**config.mk**
```make
export PLATFORM = sky130hd
export DESIGN_NAME = light_or_schedule_blind_stepper
export DESIGN_NICKNAME = d
export VERILOG_FILES = /design/src/hw/rtl/lobs_pkg.sv /design/src/hw/rtl/lobs_front.sv /design/src/hw/rtl/lobs_back.sv /design/src/hw/rtl/light_or_schedule_blind_stepper.sv
export SDC_FILE = /design/constraint.sdc
export NUM_CORES = 1
export LEC_CHECK = 0
export ABC_AREA = 1
export BUFFER_PORTS_ARGS = -buffer_cell sky130_fd_sc_hd__buf_2
export CORE_MARGIN = 2
export CORE_UTILIZATION = 25
export CTS_BUF_LIST = sky130_fd_sc_hd__clkbuf_2 sky130_fd_sc_hd__clkbuf_4 sky130_fd_sc_hd__clkbuf_8
export CTS_CLUSTER_SIZE = 8
export DETAILED_ROUTE_END_ITERATION = 8
export PLACE_DENSITY_LB_ADDON = 0.1
export SLEW_MARGIN = 10
export SYNTH_ARGS = -nofsm -noshare
export SYNTH_HDL_FRONTEND = slang
export SYNTH_SLANG_ARGS = --single-unit
```
**constraint.sdc**
```tcl
create_clock -name clk -period 5.4 [get_ports clk]
set_input_delay 0 -clock clk [delete_from_list [all_inputs] [get_ports clk]]
set_output_delay 0 -clock clk [all_outputs]
set_load 0.005 [all_outputs]
```
**src/hw/rtl/lobs_pkg.sv**
```systemverilog
package lobs_pkg;

    // Fixed widths of the item fields and registers
    localparam int LEVEL_W        = 10;
    localparam int HOUR_W         = 5;
    localparam int MINUTE_W       = 6;
    localparam int COIL_W         = 4;
    localparam int CFG_TRAVEL_W   = 12;
    localparam int CFG_DATA_W     = 12;
    localparam int CFG_INDEX_W    = 3;
    localparam int PHASE_W        = 3;

    localparam int TRAVEL_BITS_DEFAULT = 12;
    localparam int QUEUE_DEPTH         = 2;

    localparam int MINUTES_PER_HOUR = 60;
    localparam int HOURS_PER_DAY    = 24;

    // Register indexes of the configuration port
    localparam logic [CFG_INDEX_W-1:0] REG_MODE            = 3'd0;
    localparam logic [CFG_INDEX_W-1:0] REG_LUX_LIMIT       = 3'd1;
    localparam logic [CFG_INDEX_W-1:0] REG_OPEN_HR         = 3'd2;
    localparam logic [CFG_INDEX_W-1:0] REG_OPEN_MINUTE     = 3'd3;
    localparam logic [CFG_INDEX_W-1:0] REG_CLOSE_HR        = 3'd4;
    localparam logic [CFG_INDEX_W-1:0] REG_CLOSE_MINUTE    = 3'd5;
    localparam logic [CFG_INDEX_W-1:0] REG_OPEN_TRAVEL     = 3'd6;
    localparam logic [CFG_INDEX_W-1:0] REG_CLOSE_TRAVEL    = 3'd7;

    // Reset values of the registers
    localparam logic [1:0]              MODE_RESET      = 2'd0;
    localparam logic [LEVEL_W-1:0]      THRESHOLD_RESET = 10'd400;
    localparam logic [HOUR_W-1:0]       OPEN_HR_RESET   = 5'd7;
    localparam logic [MINUTE_W-1:0]     OPEN_MIN_RESET  = 6'd0;
    localparam logic [HOUR_W-1:0]       CLOSE_HR_RESET  = 5'd20;
    localparam logic [MINUTE_W-1:0]     CLOSE_MIN_RESET = 6'd0;
    localparam logic [CFG_TRAVEL_W-1:0] TRAVEL_RESET    = 12'd3000;
    localparam logic [HOUR_W-1:0]       HOUR_RESET      = 5'd7;

    typedef enum logic [1:0] {
        MODE_LIGHT    = 2'd0,
        MODE_SCHEDULE = 2'd1,
        MODE_MANUAL   = 2'd2
    } mode_t;

    typedef enum logic {
        CMD_CONTROL = 1'b0,
        CMD_STEP    = 1'b1
    } cmd_kind_t;

    typedef struct packed {
        logic               kind;
        logic [LEVEL_W-1:0] light_level;
    } in_item_t;

    typedef struct packed {
        logic [COIL_W-1:0]   coil_pattern;
        logic                blind_open;
        logic                moving;
        logic [HOUR_W-1:0]   hour_now;
        logic [MINUTE_W-1:0] minute_now;
    } out_item_t;

    // Classified item handed from the front to the back
    typedef struct packed {
        cmd_kind_t          kind;
        logic [LEVEL_W-1:0] level;
    } cmd_t;

    typedef struct packed {
        logic [1:0]              mode;
        logic [LEVEL_W-1:0]      lux_limit;
        logic [HOUR_W-1:0]       open_hr;
        logic [MINUTE_W-1:0]     open_minute;
        logic [HOUR_W-1:0]       close_hr;
        logic [MINUTE_W-1:0]     close_minute;
        logic [CFG_TRAVEL_W-1:0] open_travel;
        logic [CFG_TRAVEL_W-1:0] close_travel;
    } cfg_t;

    function automatic logic [COIL_W-1:0] half_step(input logic [PHASE_W-1:0] phase);
        logic [COIL_W-1:0] coils;
        case (phase)
            3'd0:    coils = 4'b1000;
            3'd1:    coils = 4'b1100;
            3'd2:    coils = 4'b0100;
            3'd3:    coils = 4'b0110;
            3'd4:    coils = 4'b0010;
            3'd5:    coils = 4'b0011;
            3'd6:    coils = 4'b0001;
            3'd7:    coils = 4'b1001;
            default: coils = 4'b0000;
        endcase
        return coils;
    endfunction

endpackage

```
**src/hw/rtl/lobs_front.sv**
```systemverilog
module lobs_front #(
    parameter int QDEPTH = lobs_pkg::QUEUE_DEPTH
) (
    input  logic               clk,
    input  logic               rst_n,
    input  logic               in_valid,
    output logic               in_stall,
    input  lobs_pkg::in_item_t in_item,
    output logic               q_valid,
    output lobs_pkg::cmd_t     q_cmd,
    input  logic               q_pop
);

    localparam int PTR_W = (QDEPTH > 1) ? $clog2(QDEPTH) : 1;
    localparam int CNT_W = $clog2(QDEPTH + 1);
    localparam logic [PTR_W-1:0] LAST_PTR = PTR_W'(QDEPTH - 1);
    localparam logic [CNT_W-1:0] FULL_CNT = CNT_W'(QDEPTH);

    lobs_pkg::cmd_t   entry_reg [QDEPTH];
    logic [PTR_W-1:0] wr_ptr_reg, wr_ptr_next;
    logic [PTR_W-1:0] rd_ptr_reg, rd_ptr_next;
    logic [CNT_W-1:0] count_reg, count_next;
    lobs_pkg::cmd_t   cmd_in;
    logic             push;

    // Classify the incoming item
    always_comb
    begin
        cmd_in.kind  = in_item.kind ? lobs_pkg::CMD_STEP : lobs_pkg::CMD_CONTROL;
        cmd_in.level = in_item.light_level;
    end

    assign in_stall = (count_reg == FULL_CNT);
    assign push     = in_valid && !in_stall;
    assign q_valid  = (count_reg != '0);
    assign q_cmd    = entry_reg[rd_ptr_reg];

    always_comb
    begin
        wr_ptr_next = wr_ptr_reg;
        rd_ptr_next = rd_ptr_reg;
        count_next  = count_reg;
        if (push)
        begin
            wr_ptr_next = (wr_ptr_reg == LAST_PTR) ? '0 : wr_ptr_reg + 1'b1;
        end
        if (q_pop && q_valid)
        begin
            rd_ptr_next = (rd_ptr_reg == LAST_PTR) ? '0 : rd_ptr_reg + 1'b1;
        end
        if (push && !(q_pop && q_valid))
        begin
            count_next = count_reg + 1'b1;
        end
        else if (!push && q_pop && q_valid)
        begin
            count_next = count_reg - 1'b1;
        end
    end

    always_ff @(posedge clk or negedge rst_n)
    begin
        if (!rst_n)
        begin
            wr_ptr_reg <= '0;
            rd_ptr_reg <= '0;
            count_reg  <= '0;
        end
        else
        begin
            wr_ptr_reg <= wr_ptr_next;
            rd_ptr_reg <= rd_ptr_next;
            count_reg  <= count_next;
        end
    end

    always_ff @(posedge clk)
    begin
        if (push)
        begin
            entry_reg[wr_ptr_reg] <= cmd_in;
        end
    end

endmodule

```
**src/hw/rtl/lobs_back.sv**
```systemverilog
module lobs_back #(
    parameter int TRAVEL_BITS = lobs_pkg::TRAVEL_BITS_DEFAULT
) (
    input  logic                clk,
    input  logic                rst_n,
    input  lobs_pkg::cfg_t      cfg,
    input  logic                q_valid,
    input  lobs_pkg::cmd_t      q_cmd,
    output logic                q_pop,
    output logic                out_valid,
    input  logic                out_stall,
    output lobs_pkg::out_item_t out_item
);

    localparam logic [lobs_pkg::MINUTE_W-1:0] LAST_MINUTE =
        lobs_pkg::MINUTE_W'(lobs_pkg::MINUTES_PER_HOUR - 1);
    localparam logic [lobs_pkg::HOUR_W-1:0] LAST_HOUR =
        lobs_pkg::HOUR_W'(lobs_pkg::HOURS_PER_DAY - 1);

    logic                            open_reg, open_next;
    logic [lobs_pkg::PHASE_W-1:0]    phase_reg, phase_next;
    logic [TRAVEL_BITS-1:0]          steps_reg, steps_next;
    logic                            backward_reg, backward_next;
    logic [lobs_pkg::HOUR_W-1:0]     hour_reg, hour_next;
    logic [lobs_pkg::MINUTE_W-1:0]   minute_reg, minute_next;
    logic [lobs_pkg::COIL_W-1:0]     coil_reg, coil_next;
    logic                            out_valid_reg, out_valid_next;
    lobs_pkg::out_item_t             out_item_reg, out_item_next;

    logic                            do_open, do_close;
    logic                            at_open_time, at_close_time;
    lobs_pkg::mode_t                 mode;

    // Take the next item whenever the output register is free or being drained
    assign q_pop = q_valid && (!out_valid_reg || !out_stall);
    assign mode  = lobs_pkg::mode_t'(cfg.mode);

    assign at_open_time  = (hour_reg == cfg.open_hr) && (minute_reg == cfg.open_minute);
    assign at_close_time = (hour_reg == cfg.close_hr) && (minute_reg == cfg.close_minute);

    // Mode decision; opening wins where both conditions hold
    always_comb
    begin
        do_open  = 1'b0;
        do_close = 1'b0;
        case (mode)
            lobs_pkg::MODE_LIGHT:
            begin
                do_open  = (q_cmd.level > cfg.lux_limit) && !open_reg;
                do_close = (q_cmd.level <= cfg.lux_limit) && open_reg;
            end
            lobs_pkg::MODE_SCHEDULE:
            begin
                do_open  = at_open_time && !open_reg;
                do_close = !do_open && at_close_time && open_reg;
            end
            default:
            begin
                do_open  = 1'b0;
                do_close = 1'b0;
            end
        endcase
    end

    always_comb
    begin
        open_next     = open_reg;
        phase_next    = phase_reg;
        steps_next    = steps_reg;
        backward_next = backward_reg;
        hour_next     = hour_reg;
        minute_next   = minute_reg;
        coil_next     = coil_reg;
        if (q_pop)
        begin
            case (q_cmd.kind)
                lobs_pkg::CMD_CONTROL:
                begin
                    if (steps_reg == '0)
                    begin
                        if (do_open)
                        begin
                            open_next     = 1'b1;
                            backward_next = 1'b0;
                            steps_next    = TRAVEL_BITS'(cfg.open_travel);
                        end
                        else if (do_close)
                        begin
                            open_next     = 1'b0;
                            backward_next = 1'b1;
                            steps_next    = TRAVEL_BITS'(cfg.close_travel);
                        end
                    end
                    if (minute_reg == LAST_MINUTE)
                    begin
                        minute_next = '0;
                        hour_next   = (hour_reg == LAST_HOUR) ? '0 : hour_reg + 1'b1;
                    end
                    else
                    begin
                        minute_next = minute_reg + 1'b1;
                    end
                end
                lobs_pkg::CMD_STEP:
                begin
                    if (steps_reg != '0)
                    begin
                        phase_next = backward_reg ? phase_reg - 1'b1 : phase_reg + 1'b1;
                        coil_next  = lobs_pkg::half_step(phase_next);
                        steps_next = steps_reg - 1'b1;
                    end
                end
                default:
                begin
                    phase_next = phase_reg;
                end
            endcase
        end
    end

    always_comb
    begin
        out_valid_next = out_valid_reg && out_stall;
        out_item_next  = out_item_reg;
        if (q_pop)
        begin
            out_valid_next             = 1'b1;
            out_item_next.coil_pattern = coil_next;
            out_item_next.blind_open   = open_next;
            out_item_next.moving       = (steps_next != '0);
            out_item_next.hour_now     = hour_next;
            out_item_next.minute_now   = minute_next;
        end
    end

    assign out_valid = out_valid_reg;
    assign out_item  = out_item_reg;

    always_ff @(posedge clk or negedge rst_n)
    begin
        if (!rst_n)
        begin
            open_reg      <= 1'b0;
            phase_reg     <= '0;
            steps_reg     <= '0;
            backward_reg  <= 1'b0;
            hour_reg      <= lobs_pkg::HOUR_RESET;
            minute_reg    <= '0;
            coil_reg      <= '0;
            out_valid_reg <= 1'b0;
        end
        else
        begin
            open_reg      <= open_next;
            phase_reg     <= phase_next;
            steps_reg     <= steps_next;
            backward_reg  <= backward_next;
            hour_reg      <= hour_next;
            minute_reg    <= minute_next;
            coil_reg      <= coil_next;
            out_valid_reg <= out_valid_next;
        end
    end

    always_ff @(posedge clk)
    begin
        out_item_reg <= out_item_next;
    end

    // A step tick with travel left counts exactly one step off
    assert property (@(posedge clk) disable iff (!rst_n)
        (q_pop && q_cmd.kind == lobs_pkg::CMD_STEP && steps_reg != '0)
        |=> steps_reg == $past(steps_reg) - 1'b1)
    else $error("step count did not drop by one");

    // No decision while a move is pending
    assert property (@(posedge clk) disable iff (!rst_n)
        (q_pop && q_cmd.kind == lobs_pkg::CMD_CONTROL && steps_reg != '0)
        |=> $stable(open_reg) && $stable(backward_reg))
    else $error("direction changed during a move");

    // Clock stays within a day
    assert property (@(posedge clk) disable iff (!rst_n)
        (minute_reg <= LAST_MINUTE) && (hour_reg <= LAST_HOUR))
    else $error("clock out of range");

    // A held result is not overwritten
    assert property (@(posedge clk) disable iff (!rst_n)
        (out_valid_reg && out_stall) |-> !q_pop)
    else $error("item taken while result stalled");

endmodule

```
**src/hw/rtl/light_or_schedule_blind_stepper.sv**
```systemverilog
// Window blind stepper controller with a four-coil half-step drive.
//
// Input channel (in_valid / in_stall / in_item): one item per tick. A control
// tick (kind 0) stands for one minute: with no move pending it makes the
// open/close decision from the mode register, then advances the hour/minute
// clock. A step tick (kind 1) moves the coil phase one half step and counts a
// step off the travel; with no travel left it changes nothing.
// Output channel (out_valid / out_stall / out_item): exactly one result per
// item, in order, giving coil drive, blind state, motion and the clock.
// Configuration: cfg_write_en, cfg_index, cfg_data; write only while idle.
//
// An item accepted at a rising edge is written into the queue, popped by the
// back end and registered in the output register before its result is valid.
// Throughput is one item per cycle while out_stall is low, set by the execute
// stage in the back end. A two-entry queue between front and back and the
// output register let each side stall on its own; a stalled result holds
// steady and the queue keeps taking items until it is full, then raises
// in_stall.
// Reset clears the queue and output, loads register defaults, sets the clock
// to 07:00, blind closed, coils off.
module light_or_schedule_blind_stepper #(
    parameter int TRAVEL_BITS = lobs_pkg::TRAVEL_BITS_DEFAULT
) (
    input  logic                                clk,
    input  logic                                rst_n,
    input  logic                                in_valid,
    output logic                                in_stall,
    input  lobs_pkg::in_item_t                  in_item,
    output logic                                out_valid,
    input  logic                                out_stall,
    output lobs_pkg::out_item_t                 out_item,
    input  logic                                cfg_write_en,
    input  logic [lobs_pkg::CFG_INDEX_W-1:0]    cfg_index,
    input  logic [lobs_pkg::CFG_DATA_W-1:0]     cfg_data
);

    lobs_pkg::cfg_t cfg_reg, cfg_next;
    logic           q_valid;
    logic           q_pop;
    lobs_pkg::cmd_t q_cmd;

    // Register file: mask each write to its register's width
    always_comb
    begin
        cfg_next = cfg_reg;
        if (cfg_write_en)
        begin
            case (cfg_index)
                lobs_pkg::REG_MODE:
                    cfg_next.mode = cfg_data[1:0];
                lobs_pkg::REG_LUX_LIMIT:
                    cfg_next.lux_limit = cfg_data[lobs_pkg::LEVEL_W-1:0];
                lobs_pkg::REG_OPEN_HR:
                    cfg_next.open_hr = cfg_data[lobs_pkg::HOUR_W-1:0];
                lobs_pkg::REG_OPEN_MINUTE:
                    cfg_next.open_minute = cfg_data[lobs_pkg::MINUTE_W-1:0];
                lobs_pkg::REG_CLOSE_HR:
                    cfg_next.close_hr = cfg_data[lobs_pkg::HOUR_W-1:0];
                lobs_pkg::REG_CLOSE_MINUTE:
                    cfg_next.close_minute = cfg_data[lobs_pkg::MINUTE_W-1:0];
                lobs_pkg::REG_OPEN_TRAVEL:
                    cfg_next.open_travel = cfg_data[lobs_pkg::CFG_TRAVEL_W-1:0];
                lobs_pkg::REG_CLOSE_TRAVEL:
                    cfg_next.close_travel = cfg_data[lobs_pkg::CFG_TRAVEL_W-1:0];
                default:
                    cfg_next = cfg_reg;
            endcase
        end
    end

    always_ff @(posedge clk or negedge rst_n)
    begin
        if (!rst_n)
        begin
            cfg_reg.mode         <= lobs_pkg::MODE_RESET;
            cfg_reg.lux_limit    <= lobs_pkg::THRESHOLD_RESET;
            cfg_reg.open_hr      <= lobs_pkg::OPEN_HR_RESET;
            cfg_reg.open_minute  <= lobs_pkg::OPEN_MIN_RESET;
            cfg_reg.close_hr     <= lobs_pkg::CLOSE_HR_RESET;
            cfg_reg.close_minute <= lobs_pkg::CLOSE_MIN_RESET;
            cfg_reg.open_travel  <= lobs_pkg::TRAVEL_RESET;
            cfg_reg.close_travel <= lobs_pkg::TRAVEL_RESET;
        end
        else
        begin
            cfg_reg <= cfg_next;
        end
    end

    // Front: accept and classify items, hold them in the queue
    lobs_front #(
        .QDEPTH (lobs_pkg::QUEUE_DEPTH)
    ) u_front (
        .clk      (clk),
        .rst_n    (rst_n),
        .in_valid (in_valid),
        .in_stall (in_stall),
        .in_item  (in_item),
        .q_valid  (q_valid),
        .q_cmd    (q_cmd),
        .q_pop    (q_pop)
    );

    // Back: decide, step the motor, advance the clock, register the result
    lobs_back #(
        .TRAVEL_BITS (TRAVEL_BITS)
    ) u_back (
        .clk       (clk),
        .rst_n     (rst_n),
        .cfg       (cfg_reg),
        .q_valid   (q_valid),
        .q_cmd     (q_cmd),
        .q_pop     (q_pop),
        .out_valid (out_valid),
        .out_stall (out_stall),
        .out_item  (out_item)
    );

endmodule

```
Yosys cells after proc, flatten, opt, wreduce, memory -nomap -nowiden
Memory sizes are Yosys's and may differ from the RTL's.
Cells that the tools add are included.
Cells by class
  reduce and logical (&&, ||, !) cells: 40
  $add $sub $neg: 9
  mux-type cells: 34
  order comparisons: 2
  equality and inequality tests: 15
  bitwise logic cells: 1
Operator list (count)
  12-bit two-way mux: 5
  12-bit one-hot mux with 2 select lines: 1
  12-bit nonzero test: 2
  5-bit two-way mux: 4
  6-bit two-way mux: 3
  2-bit AND reduction: 8
  1-bit logical AND: 14
  1-bit two-way mux: 13
  3-bit == test (second input constant): 4
  6-bit == test: 2
  12-bit logical NOT: 1
  4-bit two-way mux: 3
  12-bit by 1-bit subtractor with 12-bit output (second input constant): 1
  5-bit == test: 2
  10-bit greater-than comparator: 1
  10-bit less-or-equal comparator: 1
  1-bit logical NOT: 7
  6-bit by 1-bit adder with 6-bit output (second input constant): 1
  3-bit by 2-bit == test with 1-bit output (second input constant): 2
  6-bit == test (second input constant): 1
  2-bit nonzero test: 3
  5-bit by 1-bit adder with 5-bit output (second input constant): 1
  5-bit == test (second input constant): 1
  2-bit two-way mux: 2
  other kinds (16): 18
Word-level totals
  word-level logic and storage cells: 127
  memories: 2
  RAM bits: 22
  register bits: 112
  memory bits (read-only): 32
  input port bits: 31
  output and inout bits: 19
Memory list
  (name not given): depth 8, bits a word 4, rd ports 1, clocked after memory_dff 0, write ports 0, line lobs_pkg.sv:82  | case (phase)
  u_front.entry_reg: depth 2, bits a word 11, rd ports 1, clocked after memory_dff 0, write ports 1, line lobs_front.sv:19  | lobs_pkg::cmd_t entry_reg [QDEPTH];

Longest topological paths before layout
Gate-level depths: netlist of run 1.
  word-level depth: 13
  mapped depth: 24
  gate-level depth less buffers: 23

Cells and area by module
From an unflattened synthesis of run 1, not the netlist that was laid out.
Unflattened totals
  cells, all modules: 839
  area, all modules: 6925.4 um2
By module, submodules not included
  lobs_back: cells each 479, sequential area each 1340.0 um2, area each 3540.9 um2, times used 1
  light_or_schedule_blind_stepper: cells each 268, sequential area each 1478.9 um2, area each 2354.8 um2, times used 1
  lobs_front: cells each 92, sequential area each 760.7 um2, area each 1029.7 um2, times used 1

Worst setup path before layout of run 1
No wires, ideal clock.
  kind: register -> register
  start point: register u_front.rd_ptr_reg
  end point: register u_back.out_item_reg (netlist bit u_back.out_item[11]), data pin
  setup time: 0.260 ns
  cell stages (with the launch flop): 21
  arrival: 2.278 ns
  buffers on the path: 2
  path slack: 2.862 ns
  required time: 5.140 ns
  cells stage by stage: dfrtp_1 inv_1 clkbuf_1 nand2_1 nand2_1 ha_1 nand2_1 inv_1 a21oi_1 nand3_1 nand4_1 nand2_2 buf_2 nand3_1 nand2_1 inv_1 nand2_1 a21oi_1 nand2_1 nor2_1 nand3_1
On the way
  cells in the longest elaborated chain, start to end: 10
  elaborated cells on any way between the ends: 14
  those cells by class: 2 x order compare; 7 x mux; 1 x bitwise; 3 x reduce/logical; 1 x memory
Ends and longest elaborated chain
  start, declared: line lobs_front.sv:21  | logic [PTR_W-1:0] rd_ptr_reg, rd_ptr_next;
  start signal, assigned: line lobs_front.sv:72  | rd_ptr_reg <= rd_ptr_next;
  memory read 2 x 11 bit *
  10-bit less-or-equal comparator: line lobs_back.sv:50  | do_close = (q_cmd.level <= cfg.lux_limit) && open_reg;
  1-bit logical AND: line lobs_back.sv:50
  1-bit one-hot mux with 2 select lines: line lobs_back.sv:46  | case (mode)
  12-bit two-way mux: line lobs_back.sv:87  | else if (do_close)
  12-bit two-way mux: line lobs_back.sv:81  | if (do_open)
  12-bit two-way mux: line lobs_back.sv:79  | if (steps_reg == '0)
  12-bit one-hot mux with 2 select lines *: line lobs_back.sv:76  | case (q_cmd.kind)
  12-bit two-way mux *: line lobs_back.sv:74  | if (q_pop)
  12-bit nonzero test *: line lobs_back.sv:130  | out_item_next.moving = (steps_next != '0);
  end signal, assigned: line lobs_back.sv:167  | out_item_reg <= out_item_next;
  end, declared: line lobs_back.sv:28  | lobs_pkg::out_item_t out_item_reg, out_item_next;
Every way passes the cells marked *; elsewhere a longest branch is shown, timed or not.
A chain may end at the register's enable or synchronous reset.

Worst setup path after layout of run 1
Same ends and word-level chain as after synthesis.

==> run_results.csv, run 1 <==
group,metric,value,unit
status,violations,"DRC",
power,p_total,3728,µW
timing,finalCriticalPeriod,3244,ps
power,power_density,471.6,nW/µm²
synth,ys_seq_area_frac,0.5380,
clock_tree,htreeDepth,4,
timing,hold_slack,29.17,ps
floorplanning,dieArea,27940,µm²
clock_tree,cts_resized,0,
floorplanning,fp.dieH,167.1,µm
setup_path,cp_common_cell,"nand2_1",
setup_path,crit_type,"reg2reg",
global_route,antenna_found_initial,0,
drt,wirelength,17.15,mm
power,p_leak,0.003687,µW
setup_path,start_kind,"flop",
finish,seq_area,3580,µm²
global_route,track_usage,0.1282,
drt,vias,5068,
placed_design,gp_congestion,0.7372,
drt,firstDrtPassIters,6,
synth,synth.distinct_cells,44,
setup_path,r2r_setup_slack,2160,ps
placed_design,dp_slack,2168,ps
clock_tree,tritoncts,"done",
finish,drive_gt1_frac,0.1690,
timing,fin_ws,2156,ps
timing,final_max_slew_viol_count,0,
drt,ant_nets,0,
finish,synthToLayoutAreaGrowth,18.80,%
placed_design,port-buffer-count,49,
synth,syn_nets,812,
finish,largest_reg_flops,58,
timing,finalClockSkew,14.39,ps
timing,fin_crit_sh,0.6007,
floorplanning,row_count,59,
clock_tree,cts-root-buf,"clkbuf_8",
global_route,grt_pass1_vias,4945,
timing,setup_viol,0,
synth,ys.flop_type,"dfrtp_1",
setup_path,cp.depth,18,
floorplanning,num_io_pins,50,
finish,n_antenna_cell,0,
clock_tree,cts_inserted_buffers,17,
timing,tns,0,ps
placed_design,hpwlAfterDp,12.39,mm
synth,yosys_warnings,0,
floorplanning,core_area,26130,µm²
timing,grt_setup_unrepaired,"false",
synth,synth_edf_count,39,
setup_path,setup.worst_path.end,"u_back.out_item[11]$_DFFE_PP_",
synth,ys_ff_latch,134,
global_route,grt_max_degree,55,
finish,num-nets-final,893,
synth,async_flop_share,0.7090,
drt,wl_per_cell,14.37,µm
synth,syn_inst,764,
floorplanning,initial_core_util,0.2546,
setup_path,critPathTopFamily,"simple AND/OR/NAND/NOR gates",
synth,syn_area,6654,µm²
setup_path,end_kind,"flop",
min_path,hold_class,"in2reg",
clock_tree,clk_pin_slew,90,ps
setup_path,cpPeakStageDelay,590,ps
setup_path,worstPathCellList,"inv_1, nand2_1, nand2_1, ha_1, nand2_1, nor2_1, nand4_1, nand4_1, nand2_2, nor2_2, nand3_1, nand2_1, nand2_1, nand2_1, nand2_1, nand2_1, nor2_1, nand3_1",
synth,avgSynthCellArea,8.709,µm²
setup_path,crit_buf_inv,1,
setup_path,worst-r2r-cell-count,18,
timing,tightestPinTransition,919.5,ps
clock_tree,clock_sinks,134,
finish,n_fill_cell,2811,
timing,fmax,0.3083,GHz
timing,finalHoldViolations,0,
flow_run,max_cap_violations,0,
setup_path,arrival,3570,ps
status,status,"complete, but fails checks",
drt,via_per_inst,4.248,
setup_path,critPathMaxFanout,13,
floorplanning,chipWidth,167.1,µm
clock_tree,clockBufferDepth,2,
clock_tree,insertion_delay,460,ps
drt,post-route-drc-count,3,
setup_path,slowest_stage,"dfrtp_1",
setup_path,cp.required,5720,ps
setup_path,cp-startpoint,"u_front.rd_ptr_reg$_DFFE_PN0P_",
global_route,grt_pass1_wl,27.59,mm
setup_path,r2r_start,"u_front.rd_ptr_reg$_DFFE_PN0P_",
timing,max_slew_margin,0.3847,
global_route,gr-total-overflow,0,
power,max-vdd-ir-drop,172.6,µV
finish,multi_input_area,2556,µm²
setup_path,r2r_end,"u_back.out_item[11]$_DFFE_PP_",
drt,drt_iter0_markers,308,
==> synthesized netlist by cell type, types with 2 or more instances <==
| cell type | number | area [µm²] |
|---|---|---|
| buf_2 | 3 | 15.01 |
| nand2_2 | 3 | 18.77 |
| nor3_1 | 8 | 40.04 |
| or2_2 | 3 | 18.77 |
| xor2_1 | 15 | 131.4 |
| nor2_4 | 3 | 33.78 |
| a21oi_1 | 25 | 125.1 |
| nand3_2 | 2 | 20.02 |
| edfxtp_1 | 39 | 1171 |
| nor2_2 | 3 | 18.77 |
| nand2_1 | 214 | 803.3 |
| o22ai_1 | 4 | 25.02 |
| mux2_2 | 4 | 45.04 |
| nor4_1 | 3 | 18.77 |
| dfrtp_1 | 70 | 1752 |
| nand4_1 | 4 | 25.02 |
| xnor2_1 | 9 | 78.83 |
| dfstp_2 | 25 | 656.9 |
| nor2_1 | 50 | 187.7 |
| buf_6 | 3 | 33.78 |
| a21oi_2 | 3 | 26.28 |
| nand3_1 | 43 | 215.2 |
| ha_1 | 16 | 200.2 |
| inv_2 | 9 | 33.78 |
| inv_1 | 105 | 394.1 |
| o21ai_0 | 71 | 355.3 |
| clkbuf_1 | 10 | 37.54 |
==> how the worst min path moves through the flow <==
stage / start / end / slack [ps] / cells after the start
final: cfg_index[1] / cfg_reg[56]$_DFFE_PN0P_ / 30 / 4
after floorplan: rst_n / cfg_reg[0]$_DFFE_PN0P_ / -300 / 0
after global routing: cfg_index[1] / cfg_reg[56]$_DFFE_PN0P_ / 60 / 4
after CTS: cfg_index[1] / cfg_reg[56]$_DFFE_PN0P_ / 10 / 4
after detailed placement: rst_n / u_back.hour_reg[3]$_DFF_PN0_ / 40 / 1
after global placement: rst_n / u_back.hour_reg[3]$_DFF_PN0_ / 50 / 1
==> layer usage <==
metal	up-vias	track usage	wire (µm)
met5	-	0	0
met4	0	0.02949	178
met3	14	0.02671	579
met2	86	0.2012	7742
met1	2357	0.1822	8648
li1	2611	-	-
==> repair_timing <==
action,in CTS,in global routing
hold buffers,27,0
hold endpoints to repair,93,0
buffers inserted,0,0
==> logic make-up after synthesis <==
| group | count (synthesis) | share of synthesized area |
|---|---|---|
| AND/OR/NAND/NOR | 341 | 0.2191 |
| flip-flops | 134 | 0.5380 |
| buffers and inverters | 131 | 0.07785 |
| AO/OA/AOI/OAI | 112 | 0.09214 |
| XOR/XNOR | 24 | 0.03159 |
| adder cells (fa/ha/maj) | 17 | 0.03309 |
| multiplexers | 5 | 0.008273 |
==> cell usage in the layout, fill, tap and decap left out, types with 2 or more instances in the layout <==
master | netlist | layout
o22ai_1 | 4 | 4
inv_1 | 105 | 105
nor4_1 | 3 | 3
nor2_1 | 50 | 50
dlygate4sd3_1 | 0 | 27
buf_4 | 0 | 4
a21oi_1 | 25 | 25
nand2_2 | 3 | 3
nor2_2 | 3 | 3
inv_6 | 0 | 7
clkinvlp_4 | 0 | 2
or2_2 | 3 | 3
mux2_2 | 4 | 4
edfxtp_1 | 39 | 39
clkbuf_8 | 0 | 17
ha_1 | 16 | 16
nand2_1 | 214 | 214
nand3_2 | 2 | 2
dfstp_2 | 25 | 25
clkinv_4 | 0 | 2
nor3_1 | 8 | 8
xnor2_1 | 9 | 9
o21ai_0 | 71 | 71
inv_2 | 9 | 9
nand4_1 | 4 | 4
xor2_1 | 15 | 15
buf_2 | 3 | 48
a21oi_2 | 3 | 3
dfrtp_1 | 70 | 70
nand3_1 | 43 | 43
nor2_4 | 3 | 3
==> layout make-up <==
class	count	area share
multi-input cells	499	0.3234
clock inverters	14	0.01773
flip-flops and latches	134	0.4528
inverters	114	0.05413
clock buffers	18	0.03055
repair buffers	79	0.06838
well taps	335	0.05302
==> through the flow <==
step,cell area (µm²),utilization,std cells
2_1_floorplan,6654,-,764
3_3_place_gp,7253,0.2776,1134
3_5_place_dp,7253,0.2776,1134
4_1_cts,7905,0.3025,1193
5_1_grt,7905,0.3025,1193
6_report,7905,0.3025,1193
==> where the power goes <==
group | switching, µW | internal, µW | leakage (µW)
logic | 838 | 464 | 0.00202
clock network | 462 | 383 | 0.000191
registers | 199 | 1380 | 0.00147
total | 1500 | 2230 | 0.00369
==> tightest hold or removal path: cells and delay by family <==
kind,cells,cell delay (ps)
AO/OA/AOI/OAI,1,100
buffers and inverters,1,130
AND/OR/NAND/NOR,2,220
Power figures use the tool's default switching activity.
==> run 2, diff against run 1 <==
==> constraint.sdc (replaced) <==
create_clock -name clk -period 2.7 [get_ports clk]
set_input_delay 0 -clock clk [delete_from_list [all_inputs] [get_ports clk]]
set_output_delay 0 -clock clk [all_outputs]
set_load 0.005 [all_outputs]
==> run_results.csv, run 2 (synthesis results as in run 1) <==
group,metric,value,unit
status,status,"complete, but fails checks",
status,violations,"DRC",
floorplanning,num_io_pins,50,
placed_design,place_inst,1168,
global_route,antenna_found_initial,0,
timing,setup_viol,0,
clock_tree,tritoncts,"done",
global_route,grt_pass1_wl,28.39,mm
finish,final_util,0.3293,
floorplanning,core_area,26130,µm²
setup_path,start_kind,"flop",
placed_design,port-buffer-count,49,
floorplanning,chipWidth,167.1,µm
finish,largest_reg_flops,58,
drt,via_per_inst,4.301,
power,power_frac_clock,0.213,
finish,num-nets-final,938,
clock_tree,cts-root-buf,"clkbuf_8",
clock_tree,htreeDepth,4,
drt,ant_nets,0,
drt,wl_per_cell,14.33,µm
drt,wirelength,17.74,mm
drt,drt_iter0_markers,261,
floorplanning,dieArea,27940,µm²
power,p_leak,0.003971,µW
timing,finalCriticalPeriod,2674,ps
clock_tree,clk_pin_slew,80,ps
setup_path,crit_type,"reg2reg",
flow_run,max_cap_violations,0,
global_route,gr-total-overflow,0,
setup_path,cp.required,2900,ps
placed_design,dp_slack,-154.7,ps
power,comb_power_share,0.414,
drt,vias,5325,
clock_tree,clock_sinks,134,
power,swShare,0.3885,
drt,post-route-drc-count,3,
finish,final_cell_mix,"nand2_1, inv_1, o21ai_0",
clock_tree,clockBufferDepth,2,
power,power_density,983.9,nW/µm²
timing,tightestPinTransition,927.6,ps
finish,synthToLayoutAreaGrowth,29.33,%
timing,tns,0,ps
timing,fin_ws,26.12,ps
power,p_seq_frac,0.373,
clock_tree,cts_inserted_buffers,17,
drt,firstDrtPassIters,8,
global_route,grt_pass1_vias,5121,
setup_path,critPathMaxFanout,6,
timing,finalHoldViolations,0,
power,switching_power,3290,µW
timing,grt_setup_unrepaired,"true",
setup_path,end_kind,"flop",
power,max-vdd-ir-drop,372.6,µV
clock_tree,insertion_delay,450,ps
placed_design,gp_congestion,0.7764,
setup_path,arrival,2880,ps
placed_design,hpwlAfterDp,12.82,mm
floorplanning,row_count,59,
timing,fin_crit_sh,0.9903,
min_path,hold_class,"in2async",
finish,drive_gt1_frac,0.2702,
global_route,grt_max_degree,40,
finish,stdcell_count,1238,
timing,fmax,0.3740,GHz
global_route,track_usage,0.1310,
timing,finalClockSkew,13.54,ps
timing,max_slew_margin,0.3793,
power,p_int,5177,µW
floorplanning,fp.dieH,167.1,µm
floorplanning,initial_core_util,0.2546,
power,p_total,8467,µW
timing,final_max_slew_viol_count,0,
finish,n_antenna_cell,0,
finish,mostFrequentLayoutCell,"nand2_1",
## run 2: metal layers
metal | global-route usage | part of all wire | up-vias
li1 | - | - | 2701
met1 | 0.1874 | 0.51 | 2530
met2 | 0.2012 | 0.44 | 85
met3 | 0.02883 | 0.036 | 9
met4 | 0.03403 | 0.0098 | 0
met5 | 0 | 0 | -
## run 2: power groups by stage
stage          combinational [µW]  sequential, µW  clock [µW]
6_report                     3510            3160        1800
5_1_grt                      4000            3230        1950
4_1_cts                      3140            3150        1860
3_5_place_dp                 2950            3180           0
3_3_place_gp                 2960            3200           0
2_1_floorplan                1950            3080           0
## run 2: repair_timing
item,in CTS,in global routing
pin swaps,6,37
endpoints found under the setup margin,2,8
resized for setup,16,63
buffers inserted,2,5
hold buffers,28,0
cloned,2,2
hold endpoints to repair,112,0
## run 2: layout make-up
class	count	area, µm²
fill	2822	17530
clock inverter	14	171.4
tap	335	419.2
timing repair buffer	121	914.6
inverter	114	432.9
multi-input combinational	502	2845
sequential	134	3581
clock buffer	18	241.5
## run 2: through the flow
step                      cell area, µm²  hold WS [ps]
after floorplan                     6654        -295.6
after global placement              7546         12.47
after detailed placement            7546         7.521
after CTS                           8318         35.85
after global routing                8606         68.02
final                               8606         57.78
## run 2: worst max-delay path, stage by stage (launching register included)
cell     delay [ps]
dfrtp_2         460
buf_6           150
nand2_2          50
nand2_2          60
ha_4            270
nand2_4          60
nor2_4          140
nand4_1         150
nand4_1         160
nand2_4         100
buf_6           150
nand3_1          90
nand2_1          60
inv_1            50
nand2_1          60
a21oi_2         180
nand2_2          70
nor2_1          100
nand3_1          70
## run 2: final timing paths
path                                                start                             end  slack, ps  cells past startpoint
setup / recovery           u_front.rd_ptr_reg$_DFFE_PN0P_   u_back.out_item[11]$_DFFE_PP_         30                     18
hold / removal                                      rst_n    u_back.hour_reg[4]$_DFF_PN0_         60                      2
setup reg to reg           u_front.rd_ptr_reg$_DFFE_PN0P_   u_back.out_item[11]$_DFFE_PP_         30                     18
hold reg to reg                   cfg_reg[52]$_DFFE_PN0P_         cfg_reg[52]$_DFFE_PN0P_        490                      2
max in group asynchronous                           rst_n         cfg_reg[11]$_DFFE_PN1P_       1870                      3
min in group clk                                 in_valid  u_front.wr_ptr_reg$_DFFE_PN0P_         60                      4
==> run 3, diff against run 2 <==
--- a/config.mk
+++ b/config.mk
@@ -16,4 +16,5 @@
 export SLEW_MARGIN = 10
 export SYNTH_ARGS = -nofsm -noshare
 export SYNTH_HDL_FRONTEND = slang
+export SYNTH_HIERARCHICAL = 1
 export SYNTH_SLANG_ARGS = --single-unit
==> run_results.csv, run 3 <==
group,metric,value,unit
status,status,"complete, but fails checks",
status,violations,"setup timing",
drt,vias,5629,
timing,fin_ws,-41.94,ps
synth,syn_nets,887,
synth,yosys_warnings,6,
clock_tree,clock_sinks,134,
synth,synth.most_common_cell,"nand2_1",
clock_tree,tritoncts,"done",
placed_design,hpwlAfterDp,13.83,mm
floorplanning,core_area,27100,µm²
global_route,gr-total-overflow,0,
timing,fmax,0.3647,GHz
flow_run,max_cap_violations,0,
synth,ys.flop_type,"dfrtp_1",
drt,firstDrtPassIters,8,
synth,synth_top_area_share,0.2529,
synth,synth.largest_area_cell,"dfrtp_1",
timing,grt_setup_unrepaired,"true",
floorplanning,initial_core_util,0.2555,
timing,tightestPinTransition,951.4,ps
min_path,hold_class,"in2async",
finish,mostFrequentLayoutCell,"nand2_1",
timing,fin_crit_sh,1.016,
global_route,grt_pass1_vias,5505,
setup_path,cp.required,2900,ps
timing,finalClockSkew,18.99,ps
floorplanning,row_count,60,
clock_tree,insertion_delay,460,ps
synth,synth_edf_count,39,
clock_tree,cts_inserted_buffers,17,
synth,avgSynthCellArea,8.254,µm²
synth,synth.distinct_cells,43,
setup_path,start_kind,"flop",
synth,syn_inst,839,
floorplanning,dieArea,29050,µm²
drt,wirelength,19.58,mm
setup_path,arrival,2940,ps
finish,drive_gt1_frac,0.2456,
global_route,grt_pass1_wl,31.04,mm
timing,finalCriticalPeriod,2742,ps
synth,async_flop_share,0.7090,
floorplanning,num_io_pins,50,
timing,setup_viol,2,
finish,design_area,8880,µm²
global_route,gr-usage-met2,0.2165,
finish,final_cell_mix,"nand2_1, inv_1, dfrtp_1",
clock_tree,clockBufferDepth,2,
finish,n_antenna_cell,0,
clock_tree,clk_pin_slew,100,ps
timing,finalHoldViolations,0,
synth,ys_ff_latch,134,
timing,max_slew_margin,0.3634,
synth,synth_area_leaders,"dfrtp_1, nand2_1, edfxtp_1, dfstp_2, inv_1",
drt,post-route-drc-count,0,
floorplanning,fp.dieH,170.4,µm
floorplanning,chipWidth,170.4,µm
global_route,grt_use_met3,0.02581,
global_route,grt.busiest_layer,"met2",
placed_design,post_dp_cell_area,7712,µm²
power,power_density,959.3,nW/µm²
timing,hold_slack,117.3,ps
setup_path,critPathMaxFanout,8,
drt,ant_nets,0,
global_route,antenna_found_initial,0,
timing,final_max_slew_viol_count,0,
drt,drt_iter0_markers,351,
power,max-vdd-ir-drop,342.5,µV
finish,largest_reg_flops,58,
global_route,track_usage,0.1415,
clock_tree,cts-root-buf,"clkbuf_8",
clock_tree,htreeDepth,4,
placed_design,port-buffer-count,49,
drt,wl_per_cell,14.55,µm
setup_path,end_kind,"flop",
placed_design,gp_congestion,0.7681,
finish,synthToLayoutAreaGrowth,28.22,%
synth,synth_commonest_cells,"nand2_1, inv_1, dfrtp_1, nand3_1, nor2_1",
drt,via_per_inst,4.185,
global_route,grt_max_degree,52,
placed_design,dp_slack,-137.9,ps
synth,syn_area,6925,µm²
synth,ys_seq_area_frac,0.5169,
setup_path,crit_type,"reg2reg",
power,p_leak,0.004208,µW
global_route,grt_util_met1,0.2040,
finish,num-nets-final,1008,
[run 3: cells by family (layout without fill, tap and decap cells)]
| family | Yosys count | in the layout | synth area share |
|---|---|---|---|
| xor gates and xnor gates | 18 | 18 | 0.02276 |
| buffers and inverters | 126 | 258 | 0.08058 |
| muxes | 1 | 1 | 0.001626 |
| AOI/OAI and AO/OA | 59 | 59 | 0.04770 |
| and+or+nand+nor | 484 | 486 | 0.2986 |
| adders and majority gates | 17 | 17 | 0.03180 |
| DFF | 134 | 134 | 0.5169 |
[run 3: timing repair]
item,4_1_cts,5_1_grt
setup buffers,5,7
endpoints found under the setup margin,1,13
resized for setup,25,44
hold buffers,30,0
pin swaps,22,30
hold endpoints to repair,128,0
gates cloned,1,1
[run 3: final cells by class]
cell class	instances	area [µm²]
Fill cell	2895	18220
Sequential cell	134	3581
Multi-Input combinational cell	581	3098
Timing Repair Buffer	120	879.6
Tap cell	372	465.4
Inverter	106	406.6
Clock buffer	17	234.0
Clock inverter	15	215.2
[run 3: path summary, 6_finish.rpt]
kind,from,end,slack (ps),depth (start not counted)
setup / recovery,u_front/rd_ptr_reg$_DFFE_PN0P_,u_back/out_item[11]$_DFFE_PP_,-40,19
hold reg to reg,cfg_reg[54]$_DFFE_PN1P_,cfg_reg[54]$_DFFE_PN1P_,460,2
hold / removal,rst_n,cfg_reg[39]$_DFFE_PN0P_,120,2
setup reg to reg,u_front/rd_ptr_reg$_DFFE_PN0P_,u_back/out_item[11]$_DFFE_PP_,-40,19
min in group clk,in_item[7],u_front/entry_reg[1][7]$_DFFE_PP_,260,2
max in group asynchronous,rst_n,cfg_reg[41]$_DFFE_PN1P_,1790,3
[run 3: metrics by stage]
| stage | util | setup TNS (ps) | instances | power, µW |
|---|---|---|---|---|
| after global routing | 0.3277 | -433.5 | 1345 | 9256 |
| final | 0.3277 | -53.83 | 1345 | 8518 |
| after floorplan | - | 0 | 839 | 5012 |
| after detailed placement | 0.2846 | -137.9 | 1269 | 6049 |
| after global placement | 0.2846 | -111.5 | 1269 | 6070 |
| after CTS | 0.3175 | -67.37 | 1337 | 8326 |
[run 3: metal layers]
metal  part of all wire  up-vias  wire length [µm]
li1                   -     2900                 -
met1               0.51     2620             10080
met2               0.44       97              8665
met3              0.034       12               661
met4             0.0085        0               167
met5                  0        -                 0
[run 3: worst max-delay path, stage by stage, from the launching register on]
cell and delay (ps):
dfrtp_2 450, buf_6 150, nand2_2 50, nand2_2 60, ha_4 250, a21oi_1 150, nand2_1 80, nand2_1 70
nand3_2 80, nand4_1 190, buf_4 170, nand2_8 70, nand3_2 80, nand2_1 60, inv_1 60, nand2_1 60
a21oi_2 160, nand2_1 90, nor2_2 120, nand3_1 70
[run 3: power by group]
group,switching (µW),internal (µW)
registers,392,2740
logic,2000,1410
clock network,944,1030
total,3340,5180
